**src/rtl/fqkr_pkg.sv**
```systemverilog
// ----------------------------------------------------------------------------
// fqkr_pkg
// Shared types and codes for the handle queue with removal by key.
// ----------------------------------------------------------------------------
package fqkr_pkg;

	localparam logic [1:0] MODE_PUSH   = 2'd0;
	localparam logic [1:0] MODE_POP    = 2'd1;
	localparam logic [1:0] MODE_REMOVE = 2'd2;

	localparam logic [1:0] STATUS_OK        = 2'd0;
	localparam logic [1:0] STATUS_EMPTY     = 2'd1;
	localparam logic [1:0] STATUS_NOT_FOUND = 2'd2;
	localparam logic [1:0] STATUS_FULL      = 2'd3;

	typedef struct packed {
		logic [1:0]  mode;
		logic [15:0] handle;
	} cmd_t;

	typedef struct packed {
		logic [15:0] out_handle;
		logic [1:0]  status;
		logic [4:0]  occupancy;
	} rsp_t;

	typedef struct packed {
		logic shift;
		logic load;
	} cell_ctrl_t;

endpackage

```
**src/rtl/fqkr_cell.sv**
```systemverilog
// ----------------------------------------------------------------------------
// fqkr_cell
// One queue slot. It either takes the value of its neighbour nearer the tail
// (a shift towards the head) or loads the tail value offered to the chain, and otherwise holds.
// ----------------------------------------------------------------------------
module fqkr_cell #(
	parameter int WIDTH = 16
) (
	input  logic                   clk,
	input  fqkr_pkg::cell_ctrl_t   ctrl,
	input  logic [WIDTH-1:0]       next_data,
	input  logic [WIDTH-1:0]       load_data,
	output logic [WIDTH-1:0]       data
);

	logic [WIDTH-1:0] data_q;

	always_ff @(posedge clk) begin
		if (ctrl.load) begin
			data_q <= load_data;
		end else if (ctrl.shift) begin
			data_q <= next_data;
		end
	end

	assign data = data_q;

endmodule

```
**src/rtl/fifo_queue_with_keyed_removal_top.sv**
```systemverilog
// ----------------------------------------------------------------------------
// fifo_queue_with_keyed_removal_top
// First-in first-out queue of process handles with push, pop and removal of
// the first entry that matches a given handle.
// ----------------------------------------------------------------------------
// The queue is a row of DEPTH slot cells with the head in cell 0. The response
// to a push or a pop is registered and appears in the cycle after the command
// is accepted; a new transaction is taken every cycle while responses are
// drained and no remove sweep runs. A remove rotates the whole row past the
// head comparator one entry per cycle, drops the first matching entry instead
// of writing it back at the tail, and leaves the remaining entries in their
// original order. A remove on an empty queue answers NOT_FOUND without a
// sweep. Only the low HANDLE_BITS bits of a handle are held.
module fifo_queue_with_keyed_removal_top #(
	parameter int DEPTH       = 16,
	parameter int HANDLE_BITS = 16
) (
	input  logic             clk,
	input  logic             arst_n,
	input  logic             cmd_valid,
	output logic             cmd_ready,
	input  fqkr_pkg::cmd_t   cmd,
	output logic             rsp_valid,
	input  logic             rsp_ready,
	output fqkr_pkg::rsp_t   rsp
);

	localparam int CNT_W = $clog2(DEPTH + 1);

	typedef enum logic {
		S_IDLE,
		S_ROTATE
	} state_t;

	state_t                 state_q;
	logic [CNT_W-1:0]       count_q;
	logic [CNT_W-1:0]       remaining_q;
	logic                   found_q;
	logic [HANDLE_BITS-1:0] key_q;
	logic                   rsp_valid_q;
	fqkr_pkg::rsp_t         rsp_q;

	logic [HANDLE_BITS-1:0] cell_data [DEPTH];
	logic [HANDLE_BITS-1:0] cell_next [DEPTH];
	fqkr_pkg::cell_ctrl_t   cell_ctrl [DEPTH];

	logic [HANDLE_BITS+15:0] cmd_handle_ext;
	logic [HANDLE_BITS-1:0]  cmd_key;
	logic                    accept;
	logic                    is_full;
	logic                    is_empty;
	logic                    do_push;
	logic                    do_pop;
	logic                    rotating;
	logic                    head_hit;
	logic                    shift_all;
	logic                    load_en;
	logic [CNT_W-1:0]        load_idx;
	logic [HANDLE_BITS-1:0]  load_data;

	function automatic fqkr_pkg::rsp_t make_rsp(
		input logic [HANDLE_BITS-1:0] h,
		input logic [1:0]             st,
		input logic [CNT_W-1:0]       n
	);
		fqkr_pkg::rsp_t          r;
		logic [HANDLE_BITS+15:0] h_ext;
		logic [CNT_W+4:0]        n_ext;
		h_ext        = {16'b0, h};
		n_ext        = {5'b0, n};
		r.out_handle = h_ext[15:0];
		r.status     = st;
		r.occupancy  = n_ext[4:0];
		return r;
	endfunction

	assign cmd_handle_ext = {{HANDLE_BITS{1'b0}}, cmd.handle};
	assign cmd_key        = cmd_handle_ext[HANDLE_BITS-1:0];

	assign cmd_ready = (state_q == S_IDLE) && (!rsp_valid_q || rsp_ready);
	assign accept    = cmd_valid && cmd_ready;
	assign is_full   = (count_q == CNT_W'(DEPTH));
	assign is_empty  = (count_q == '0);
	assign do_push   = accept && (cmd.mode == fqkr_pkg::MODE_PUSH) && !is_full;
	assign do_pop    = accept && (cmd.mode == fqkr_pkg::MODE_POP) && !is_empty;
	assign rotating  = (state_q == S_ROTATE);
	assign head_hit  = rotating && !found_q && (cell_data[0] == key_q);
	assign shift_all = do_pop || rotating;
	assign load_en   = do_push || (rotating && !head_hit);
	assign load_idx  = do_push ? count_q : (count_q - CNT_W'(1));
	assign load_data = do_push ? cmd_key : cell_data[0];

	for (genvar i = 0; i < DEPTH; i++) begin : g_cell
		if (i < DEPTH - 1) begin : g_inner
			assign cell_next[i] = cell_data[i+1];
		end else begin : g_last
			assign cell_next[i] = '0;
		end

		assign cell_ctrl[i].shift = shift_all;
		assign cell_ctrl[i].load  = load_en && (load_idx == CNT_W'(i));

		fqkr_cell #(
			.WIDTH(HANDLE_BITS)
		) u_cell (
			.clk      (clk),
			.ctrl     (cell_ctrl[i]),
			.next_data(cell_next[i]),
			.load_data(load_data),
			.data     (cell_data[i])
		);
	end

	always_ff @(posedge clk or negedge arst_n) begin
		if (!arst_n) begin
			state_q     <= S_IDLE;
			count_q     <= '0;
			remaining_q <= '0;
			found_q     <= 1'b0;
			key_q       <= '0;
			rsp_valid_q <= 1'b0;
			rsp_q       <= '0;
		end else begin
			if (rsp_valid_q && rsp_ready && !accept) begin
				rsp_valid_q <= 1'b0;
			end
			case (state_q)
				S_IDLE: begin
					if (accept) begin
						case (cmd.mode)
							fqkr_pkg::MODE_PUSH: begin
								rsp_valid_q <= 1'b1;
								if (is_full) begin
									rsp_q <= make_rsp('0, fqkr_pkg::STATUS_FULL, count_q);
								end else begin
									count_q <= count_q + CNT_W'(1);
									rsp_q   <= make_rsp('0, fqkr_pkg::STATUS_OK,
										count_q + CNT_W'(1));
								end
							end
							fqkr_pkg::MODE_POP: begin
								rsp_valid_q <= 1'b1;
								if (is_empty) begin
									rsp_q <= make_rsp('0, fqkr_pkg::STATUS_EMPTY, count_q);
								end else begin
									count_q <= count_q - CNT_W'(1);
									rsp_q   <= make_rsp(cell_data[0], fqkr_pkg::STATUS_OK,
										count_q - CNT_W'(1));
								end
							end
							fqkr_pkg::MODE_REMOVE: begin
								if (is_empty) begin
									rsp_valid_q <= 1'b1;
									rsp_q <= make_rsp('0, fqkr_pkg::STATUS_NOT_FOUND, count_q);
								end else begin
									rsp_valid_q <= 1'b0;
									state_q     <= S_ROTATE;
									key_q       <= cmd_key;
									remaining_q <= count_q;
									found_q     <= 1'b0;
								end
							end
							default: begin
								rsp_valid_q <= 1'b1;
								rsp_q <= make_rsp('0, fqkr_pkg::STATUS_OK, count_q);
							end
						endcase
					end
				end
				S_ROTATE: begin
					remaining_q <= remaining_q - CNT_W'(1);
					if (head_hit) begin
						found_q <= 1'b1;
						count_q <= count_q - CNT_W'(1);
					end
					if (remaining_q == CNT_W'(1)) begin
						state_q     <= S_IDLE;
						rsp_valid_q <= 1'b1;
						rsp_q       <= make_rsp('0,
							(found_q || head_hit) ? fqkr_pkg::STATUS_OK
								: fqkr_pkg::STATUS_NOT_FOUND,
							head_hit ? (count_q - CNT_W'(1)) : count_q);
					end
				end
				default: begin
					state_q <= S_IDLE;
				end
			endcase
		end
	end

	assign rsp_valid = rsp_valid_q;
	assign rsp       = rsp_q;

	assert property (@(posedge clk) disable iff (!arst_n)
		count_q <= CNT_W'(DEPTH))
		else $error("Entry count exceeds the queue depth.");

	assert property (@(posedge clk) disable iff (!arst_n)
		rotating |-> !rsp_valid_q && !cmd_ready)
		else $error("Response or new transaction during a remove sweep.");

	assert property (@(posedge clk) disable iff (!arst_n)
		do_push |=> count_q == $past(count_q) + CNT_W'(1))
		else $error("Accepted push did not grow the queue by one.");

	assert property (@(posedge clk) disable iff (!arst_n)
		(rotating && remaining_q == CNT_W'(1)) |=> state_q == S_IDLE && rsp_valid_q)
		else $error("Remove sweep ended without a response.");

endmodule

```
**config.mk**
```make
export PLATFORM = sky130hd
export DESIGN_NAME = fifo_queue_with_keyed_removal_top
export DESIGN_NICKNAME = d
export VERILOG_FILES = /design/src/rtl/fqkr_pkg.sv /design/src/rtl/fqkr_cell.sv /design/src/rtl/fifo_queue_with_keyed_removal_top.sv
export SDC_FILE = /design/constraint.sdc
export NUM_CORES = 1
export LEC_CHECK = 0
export BUFFER_PORTS_ARGS = -buffer_cell sky130_fd_sc_hd__buf_2
export CORE_ASPECT_RATIO = 1.25
export CORE_UTILIZATION = 55
export CTS_CLUSTER_SIZE = 10
export DETAILED_ROUTE_END_ITERATION = 8
export PLACE_DENSITY = 0.75
export SETUP_SLACK_MARGIN = 0.3
export SYNTH_ARGS = -nofsm -noshare
export SYNTH_HDL_FRONTEND = slang
export SYNTH_SLANG_ARGS = --single-unit
export TNS_END_PERCENT = 30
```
**constraint.sdc**
```tcl
create_clock -name clk -period 3.5 [get_ports clk]
set_input_delay 0.175 -clock clk [delete_from_list [all_inputs] [get_ports clk]]
set_output_delay 0.175 -clock clk [all_outputs]
set_load 0.01 [all_outputs]
```
# Word level (Yosys, flattened, before mapping)
# Cells that the tools add are included.
[classes] n_bitwise=2 div_mod_pow=0 add_sub_neg=3 muxes=68 multipliers=0 n_eq_ne=29 order_cmp=0 shift=0 reduce_logical=61
[op_table] cell="two-way mux 16 bit" n=33
[op_table] cell="two-way mux 23 bit" n=4
[op_table] cell="case mux 23 bit (3 select lines)" n=1
[op_table] cell="case mux 23 bit (2 select lines)" n=1
[op_table] cell="equality test 5 x 4 -> 1 bit (second input constant)" n=8
[op_table] cell="two-way mux 5 bit" n=8
[op_table] cell="nonzero test 2 bit" n=16
[op_table] cell="case mux 5 bit (2 select lines)" n=3
[op_table] cell="logical AND 1 bit" n=27
[op_table] cell="equality test 5 x 3 -> 1 bit (second input constant)" n=4
[op_table] cell="equality test 16 bit" n=1
[op_table] cell="two-way mux 1 bit" n=13
[op_table] cell="AND reduction 4 bit" n=3
[op_table] cell="equality test 5 x 1 -> 1 bit (second input constant)" n=2
[op_table] cell="equality test 5 x 2 -> 1 bit (second input constant)" n=2
[op_table] cell="logical NOT 5 bit" n=2
[op_table] cell="subtractor 5 x 1 -> 5 bit (second input constant)" n=2
[op_table] cell="inequality test 3 bit (second input constant)" n=3
[op_table] cell="two-way mux 7 bit" n=1
[op_table] cell="logical NOT 1 bit" n=6
[op_table] cell="inequality test 2 x 1 -> 1 bit (second input constant)" n=3
[op_table] cell="case mux 1 bit (2 select lines)" n=3
[op_table] cell="AND reduction 3 bit" n=2
[op_table] cell="adder 5 x 1 -> 5 bit (second input constant)" n=1
[op_table] cell="other kinds (9)" n=14
[word_totals] rom_bits=0 mem_bits_rw=0 in_bits=22 out_inout_bits=25 latch_bits=0 regBits=308 word_cells=188 mem_count=0

# Logic depth before layout (Yosys ltp)
# Gate-level depths: netlist (run 1).
[logic_depth] depth_word=10 mapped_depth=12 mapped_depth_nobuf=8

# Modules after synthesis
# A second synthesis (run 1) with hierarchy kept.
[hier_totals] cells_unflattened=952 area_unflattened_um2=14975.6
[by_module_without_submodules] module="fqkr_cell" seq_area_each_um2=480.5 n_inst=16 cells_per_inst=35 area_per_inst_um2=732.0
[by_module_without_submodules] module="fifo_queue_with_keyed_removal_top" seq_area_each_um2=1301.2 n_inst=1 cells_per_inst=392 area_per_inst_um2=3264.4

# Worst setup path before layout (run 1)
# No wires, ideal clock.
[synth_path] kind="register to register" from="reg count_q[0]" to="reg g_cell[13].u_cell.data_q[0] (enable)" path_stages_with_launch=12 slack_ps=182 required_ps=3125 setup_time_ps=375 t_arrival_ps=2943 n_path_buf=3 cell_sequence="dfrtp_1 > buf_2 > inv_1 > ha_1 > nor3b_4 > xnor2_1 > a32oi_4 > a211oi_4 > nor2b_1 > buf_2 > buf_6 > nand2b_1"
[synth_via] elab_chain_len=7 elab_cells_between_ends=13 cone_classes="add/sub: 1; eq/ne: 2; mux: 1; reduce/logical: 9"
[synth_rtl] element="start, declared" line="fifo_queue_with_keyed_removal_top.sv:36" text="logic [CNT_W-1:0] count_q;"
[synth_rtl] element="start signal, assigned" line="fifo_queue_with_keyed_removal_top.sv:136" text="count_q <= count_q + CNT_W'(1);"
[synth_rtl] element="start signal, assigned" line="fifo_queue_with_keyed_removal_top.sv:146" text="count_q <= count_q - CNT_W'(1);"
[synth_rtl] element="start signal, assigned" line="fifo_queue_with_keyed_removal_top.sv:174" text="count_q <= count_q - CNT_W'(1);"
[synth_rtl] element="parallel branches: the longest is 6 deep, another holds subtractor 5 x 1 -> 5 bit"
[synth_rtl] element="nonzero test 2 bit (no source line) *"
[synth_rtl] element="end signal, assigned" line="fqkr_cell.sv:20" text="data_q <= load_data;"
[synth_rtl] element="end signal, assigned" line="fqkr_cell.sv:22" text="data_q <= next_data;"
[synth_rtl] element="end, declared" line="fqkr_cell.sv:16" text="logic [WIDTH-1:0] data_q;"
# Every way passes the cells marked *.
# A chain may end at the register's enable or synchronous reset.

# Final worst setup path (run 1)
[layout_path] from="reg count_q[1]" to="reg g_cell[13].u_cell.data_q[10], data pin"
[layout_via] elab_chain_len=7 elab_cells_between_ends=10 cone_classes="add/sub: 1; eq/ne: 2; mux: 3; reduce/logical: 4"
[layout_rtl] element="parallel branches: the longest is 6 deep, another holds subtractor 5 x 1 -> 5 bit"
[layout_rtl] element="two-way mux 16 bit *" line="fqkr_cell.sv:19" text="if (ctrl.load) begin"
# Marked as above.

==> impl_metrics.toml, run 1 <==
[setup_path]
crit_chain = "inv_1 > ha_1 > nor3b_4 > xnor2_1 > a32oi_4 > a211oi_4 > nor2b_2 > buf_4 > mux2_2"
setup.worst_path.end_class = "flip-flop"
path_class = "reg -> reg"
rrSetupSlack_ps = 300
crit_fanout = 14
rr_worst_depth = 9
arrival_ps = 3450
r2r_end = "g_cell[13].u_cell.data[10]$_DFFE_PP_"
crit_family = "simple AND/OR/NAND/NOR gates"
crit_path_top_delay_cell = "a211oi_4"
path_buf_inv = 2
slowest_delay_ps = 410
start_kind = "flip-flop"
rr_startpoint = "count_q[1]$_DFFE_PN0P_"
required_ps = 3760

[final_layout]
syn2layout_area_growth_pct = 12.50
n_antenna_cell = 0
nFillCells = 1897
final_cell_mix = "256 x edfxtp_1, 212 x mux2_2, 114 x nand2_1"
layout.area.seq_um2 = 8989
drive_gt1_share_pct = 36.89
multiInputGateArea_um2 = 5102
layout_commonest_cell = "edfxtp_1"
nNetsFinal = 1071

[yosys]
synth_nets = 999
syn_area_per_cell_um2 = 14.82
synth_cell_type_count = 68
ys.warnings.count = 0
synth_area_um2 = 14420
synth_area_leaders = "edfxtp_1 53%, mux2_2 17%, dfrtp_1 9.0%, nand2_1 3.0%, mux2_4 2.5%"
ys_seq_area_share_pct = 62.34
synth_top_area_share_pct = 53.31
synthCells = 973
ys_ff_latch = 308
synth_edf_count = 256
ys.flop_type = "edfxtp_1"
async_flop_share_pct = 16.88
yosysTopAreaCell = "edfxtp_1"

[clocking]
cts.path.max_buffers = 3
cts_sinks = 308
cts_made_buffers = 36
htreeDepth = 2
clock-root-buffer = "clkbuf_16"
clkTransAtPathRegs_ps = 50
clock_latency_ps = 520
cts_tree = "built"

[route]
vias = 7781
dr.first_iter.drc_count = 383
dr.pass1.iters = 5
wl_per_cell_um = 17.70
viasPerCell = 5.578
drt-total-wl_um = 24690
drc = 0
drtAntennaViolNets = 0

[worst_hold_path]
hold_class = "in -> reg"
min_to = "rsp_valid$_DFF_PN0_"
hold_start = "cmd_valid"
min_path_cells = 3

[sta]
period_needed_ps = 3197
fin_hold_ws_ps = 76.23
rsz0062_at_grt = "yes"
slew_viol_final = 0
setup_viol = 0
max_freq_mhz = 312.8
hold_viol_final = 0
post-route-period-util_pct = 91.33
relSlewSlack_pct = 29.35
finalClockSkew_ps = 24.31
setup-tns-final_ps = 0
worst_pin_slew_ps = 1054

[die]
coreArea_um2 = 25540
die_h_um = 183.0
die_w_um = 146.8
num_rows = 65
start_util_pct = 56.46
die_area_um2 = 26870
ioPinCount = 47

[power_and_ir_drop]
total_power_mw = 15.29
p_leak_nw = 6.239
ir_drop_uv = 580.9
power_per_cell_area_nw_per_um2 = 942.5

[status]
status = "complete, no violations"

[place]
numPortBuffers = 46
gp_congestion = 0.8775
dp_hpwl_um = 17620

[global_route]
track_usage_pct = 19.01
grt_pass1_vias = 8137
grt_max_degree = 36
grt_overflow = 0
antenna_found_initial = 0
grt_pass1_wl_um = 40610

[flow_run]
drv_cap = 0
## routing by layer
layer | global-route usage (%) | vias up | share of wire, %
met4 | 6.667 | 0 | 2.7
met2 | 36.21 | 153 | 54
met1 | 21.36 | 3819 | 40
li1 | - | 3762 | -
met3 | 2.910 | 47 | 3.7
met5 | 0 | - | 0
## synth_stat cells, drive strengths merged (3+ instances only)
master,n
mux2,257
edfxtp,256
nand2,128
dfrtp,52
clkbuf,33
buf,31
xnor2,30
nand3,24
nor2,20
nor2b,20
a21oi,17
o21ai,11
inv,9
nand2b,8
nor3,7
mux2i,5
nand4,5
a211oi,4
a221oi,4
ha,4
a22oi,3
a31oi,3
a32oi,3
and2,3
o22ai,3
or3,3
xor2,3
## sequential cells by signal, indices dropped and copies added, names as in the netlist
register and count:
remaining_q 5, rsp 23, found_q 1, rotating 1, rsp_valid 1, g_cell.u_cell.data 256, key_q 16, count_q 5
## metrics by stage
stage | std cells | setup WS, ps | util, % | cell area (um^2)
after floorplan | 973 | 216.5 | - | 14420
after global placement | 1324 | 336.0 | 58.88 | 15040
after detailed placement | 1324 | 236.7 | 58.88 | 15040
after CTS | 1394 | 227.4 | 63.47 | 16210
after global routing | 1395 | 174.0 | 63.52 | 16220
final | 1395 | 303.3 | 63.52 | 16220
## final cells by class
| cell class | instances | area share, % |
|---|---|---|
| clock buffer | 49 | 5.854 |
| clock inverter | 4 | 0.3008 |
| inverter | 9 | 0.2083 |
| multi-input combinational | 592 | 31.45 |
| sequential | 308 | 55.41 |
| tap | 335 | 2.584 |
| timing repair buffer | 98 | 4.188 |
## timing repair
action                                  4_1_cts  5_1_grt
hold buffers                                 17        0
endpoints found under the hold margin        50        0
endpoints found under the setup margin       55      120
pin swaps                                     0        1
gates resized for setup                       1        2
cloned                                        0        0
buffers inserted                              0        1
## logic make-up after synthesis
logic type      share of synthesized area [%]
flops                                   62.34
mux                                     21.04
simple gates                            8.287
buf+inv                                 2.456
compound gates                          3.523
xor+xnor                                2.005
fa+ha+maj                              0.3471
## worst max path at each step
stage,from,endpoint,cells after the start
finish,count_q[1]$_DFFE_PN0P_,g_cell[13].u_cell.data[10]$_DFFE_PP_,9
global route,count_q[1]$_DFFE_PN0P_,g_cell[13].u_cell.data[10]$_DFFE_PP_,9
CTS,count_q[0]$_DFFE_PN0P_,g_cell[4].u_cell.data[13]$_DFFE_PP_,9
detailed placement,count_q[0]$_DFFE_PN0P_,g_cell[8].u_cell.data[8]$_DFFE_PP_,9
global placement,count_q[0]$_DFFE_PN0P_,g_cell[4].u_cell.data[7]$_DFFE_PP_,9
floorplan,count_q[0]$_DFFE_PN0P_,g_cell[12].u_cell.data[0]$_DFFE_PP_,11
## report_power, final
part / switching, mW / internal [mW]
sequential: 0.642 / 6.61
clock: 1.37 / 1.89
combinational: 2.65 / 2.12
total: 4.67 / 10.6
## worst min-delay path, cell delays in order
cell	delay (ps)
buf_2	110
nand2b_1	150
o211ai_1	120
No activity file was read; power rests on OpenSTA's default activity.
==> run 2, diff against run 1 <==
--- a/config.mk
+++ b/config.mk
@@ -6,6 +6,7 @@
 export NUM_CORES = 1
 export LEC_CHECK = 0
 export BUFFER_PORTS_ARGS = -buffer_cell sky130_fd_sc_hd__buf_2
+export CAP_MARGIN = 10
 export CORE_ASPECT_RATIO = 1.25
 export CORE_UTILIZATION = 55
 export CTS_CLUSTER_SIZE = 10
@@ -14,5 +15,6 @@
 export SETUP_SLACK_MARGIN = 0.3
 export SYNTH_ARGS = -nofsm -noshare
 export SYNTH_HDL_FRONTEND = slang
+export SYNTH_HIERARCHICAL = 1
 export SYNTH_SLANG_ARGS = --single-unit
 export TNS_END_PERCENT = 30
==> run 2 against run 1 <==
Effect of this change: synthesized cell count is 2.2% lower; global-route usage is 0.38 points lower; die area is 3.8% higher; non-clock buffer count is 9 higher; combinational power is 5.2% higher; first-iteration DRC count is 6.8% lower; highest routed layer unchanged; sequential power hardly changed; count of clock-buffer cells in the layout is 2 higher; design area is 3.2% higher; critical path depth is 1 higher.
==> impl_metrics.toml, run 2 <==
[route]
drt-total-wl_um = 25030
drtAntennaViolNets = 0
dr.pass1.iters = 5
drc = 0
dr.first_iter.drc_count = 357
viasPerCell = 5.498
vias = 7779
wl_per_cell_um = 17.69

[setup_path]
path_class = "reg -> reg"
rrSetupSlack_ps = 350
required_ps = 3630
setup.worst_path.end_class = "flip-flop"
rr_startpoint = "count_q[0]$_DFFE_PN0P_"
crit_fanout = 16
rr_worst_depth = 10
start_kind = "flip-flop"
arrival_ps = 3270
r2r_end = "g_cell[15].u_cell/data[3]$_DFFE_PP_"

[final_layout]
nNetsFinal = 1081
drive_gt1_share_pct = 40.56
finalNonFillerCells = 1415
largest_reg_flops = 256
design_area_um2 = 16750
layout_commonest_cell = "edfxtp_1"
syn2layout_area_growth_pct = 11.83
n_antenna_cell = 0
post-route-util_pct = 62.43
nFillCells = 1970
final_cell_mix = "256 x edfxtp_1, 144 x mux2_4, 132 x mux2_2"

[sta]
setup-tns-final_ps = 0
max_freq_mhz = 317.7
slew_viol_final = 0
hold_viol_final = 0
post-route-period-util_pct = 89.94
finalClockSkew_ps = 28.16
worst_pin_slew_ps = 1042
period_needed_ps = 3148
setup_viol = 0
relSlewSlack_pct = 30.25
rsz0062_at_grt = "yes"

[clocking]
cts_sinks = 308
htreeDepth = 2
cts_made_buffers = 37
clkTransAtPathRegs_ps = 60
cts.path.max_buffers = 3
clock_latency_ps = 520
cts_tree = "built"
clock-root-buffer = "clkbuf_16"

[yosys]
yosysTopAreaCell = "edfxtp_1"
async_flop_share_pct = 16.88
synthCells = 952
synth_cell_type_count = 56
synth_top_area_share_pct = 51.33
synth_edf_count = 256
ys_ff_latch = 308
yosysMostFrequentCell = "edfxtp_1"
ys_seq_area_share_pct = 60.02
synth_area_leaders = "edfxtp_1 51%, mux2_4 14%, mux2_2 9.9%, dfrtp_1 8.7%, nand2_1 2.2%"
ys.flop_type = "edfxtp_1"
syn_area_per_cell_um2 = 15.73
synth_area_um2 = 14980
ys.warnings.count = 6
synth_commonest_cells = "256 x edfxtp_1, 144 x mux2_4, 132 x mux2_2, 89 x nand2_1, 52 x dfrtp_1"

[status]
status = "complete, no violations"

[power_and_ir_drop]
p_leak_nw = 6.558
power_per_cell_area_nw_per_um2 = 931.6
total_power_mw = 15.60
ir_drop_uv = 530.2

[global_route]
grt_overflow = 0
met3_usage_pct = 2.958
grt_use_met1_pct = 22.00
grt_pass1_vias = 8191
grt-busiest-layer = "met2"
grt_pass1_wl_um = 41630
track_usage_pct = 18.63
grt_max_degree = 53
grt_use_met2_pct = 33.60
antenna_found_initial = 0

[worst_hold_path]
min_to = "rsp_valid$_DFF_PN0_"
hold_start = "cmd_valid"
hold_class = "in -> reg"
min_path_cells = 3

[flow_run]
drv_cap = 0

[place]
placed_cell_area_um2 = 15390
gp_congestion = 0.8713
dp_hpwl_um = 17260
placedCellCount = 1336
numPortBuffers = 46

[die]
ioPinCount = 47
die_area_um2 = 27900
die_w_um = 149.6
num_rows = 67
die_h_um = 186.5
start_util_pct = 55.83
coreArea_um2 = 26830
==> run 2: cell count changes in the layout (fill, tap and decap cells not counted), sizes merged, moves of 8 or more <==
cell,previous run,this run
buf,81,89
conb,0,16
mux2,257,276
nand2,128,89
nor2,20,36
nor2b,20,3
or2,1,18
xnor2,30,4
xor2,3,21
==> run 2: report_power, final <==
group | leakage [nW] | switching, mW | internal, mW
sequential | 3.25 | 0.653 | 6.57
clock | 0.509 | 1.37 | 1.99
combinational | 2.80 | 2.52 | 2.51
total | 6.56 | 4.54 | 11.1
==> run 2: metrics by stage <==
step	setup slack, ps	hold WS (ps)
3_5_place_dp	252.1	333.4
3_3_place_gp	343.4	336.9
4_1_cts	311.2	7.801
2_1_floorplan	204.2	-120.6
5_1_grt	148.9	58.90
6_report	352.0	24.12
==> run 2: repair_timing <==
action                                  in CTS  in global routing
hold buffers                                18                  0
endpoints found under the setup margin     162                444
hold endpoints to repair                    69                  0
pin swaps                                    0                  2
setup buffers                                0                  5
gates resized for setup                      3                 27
gates cloned                                 0                  1
==> run 2: worst max path at each step <==
| stage | startpoint | slack (ps) | to |
|---|---|---|---|
| floorplan | count_q[0]$_DFFE_PN0P_ | 200 | g_cell[0].u_cell/data[0]$_DFFE_PP_ |
| global placement | count_q[0]$_DFFE_PN0P_ | 340 | g_cell[6].u_cell/data[13]$_DFFE_PP_ |
| detailed placement | count_q[0]$_DFFE_PN0P_ | 250 | g_cell[10].u_cell/data[12]$_DFFE_PP_ |
| CTS | count_q[0]$_DFFE_PN0P_ | 310 | g_cell[13].u_cell/data[2]$_DFFE_PP_ |
| global route | count_q[0]$_DFFE_PN0P_ | 150 | g_cell[15].u_cell/data[3]$_DFFE_PP_ |
| finish | count_q[0]$_DFFE_PN0P_ | 350 | g_cell[15].u_cell/data[3]$_DFFE_PP_ |
==> run 2: layer usage <==
| metal | vias up | routed length (um) |
|---|---|---|
| li1 | 3726 | - |
| met1 | 3846 | 10170 |
| met2 | 155 | 13370 |
| met3 | 52 | 808 |
| met4 | 0 | 684 |
| met5 | - | 0 |
==> run 2: logic make-up (layout without fill, tap and decap cells) <==
logic type / Yosys count / after routing / synth area share, %
compound gates: 65 / 65 / 2.908
xor+xnor: 25 / 25 / 1.462
fa+ha+maj: 5 / 5 / 0.4177
buf+inv: 65 / 168 / 4.244
flops: 308 / 308 / 60.02
mux: 280 / 280 / 24.63
other cells: 1 / 16 / 0.02504
simple gates: 203 / 203 / 6.291
==> run 2: area by class of cell <==
class / instances / area (um^2) / area share (%)
Inverter: 6 / 22.52 / 0.1345
Multi-Input combinational cell: 594 / 5482 / 32.73
Timing Repair Buffer: 107 / 773.2 / 4.617
Clock buffer: 51 / 999.7 / 5.969
Tap cell: 345 / 431.7 / 2.578
Clock inverter: 4 / 50.05 / 0.2988
Sequential cell: 308 / 8989 / 53.67
==> run 2: critical path, cell delays in order, from the launching register on <==
cell     delay, ps
dfrtp_1        370
inv_1          150
ha_1           190
nor3b_4        290
a211o_1        270
nor2_2         110
nor4_1         310
o22ai_1        120
buf_4          180
nor2_2         180
or2_1          580
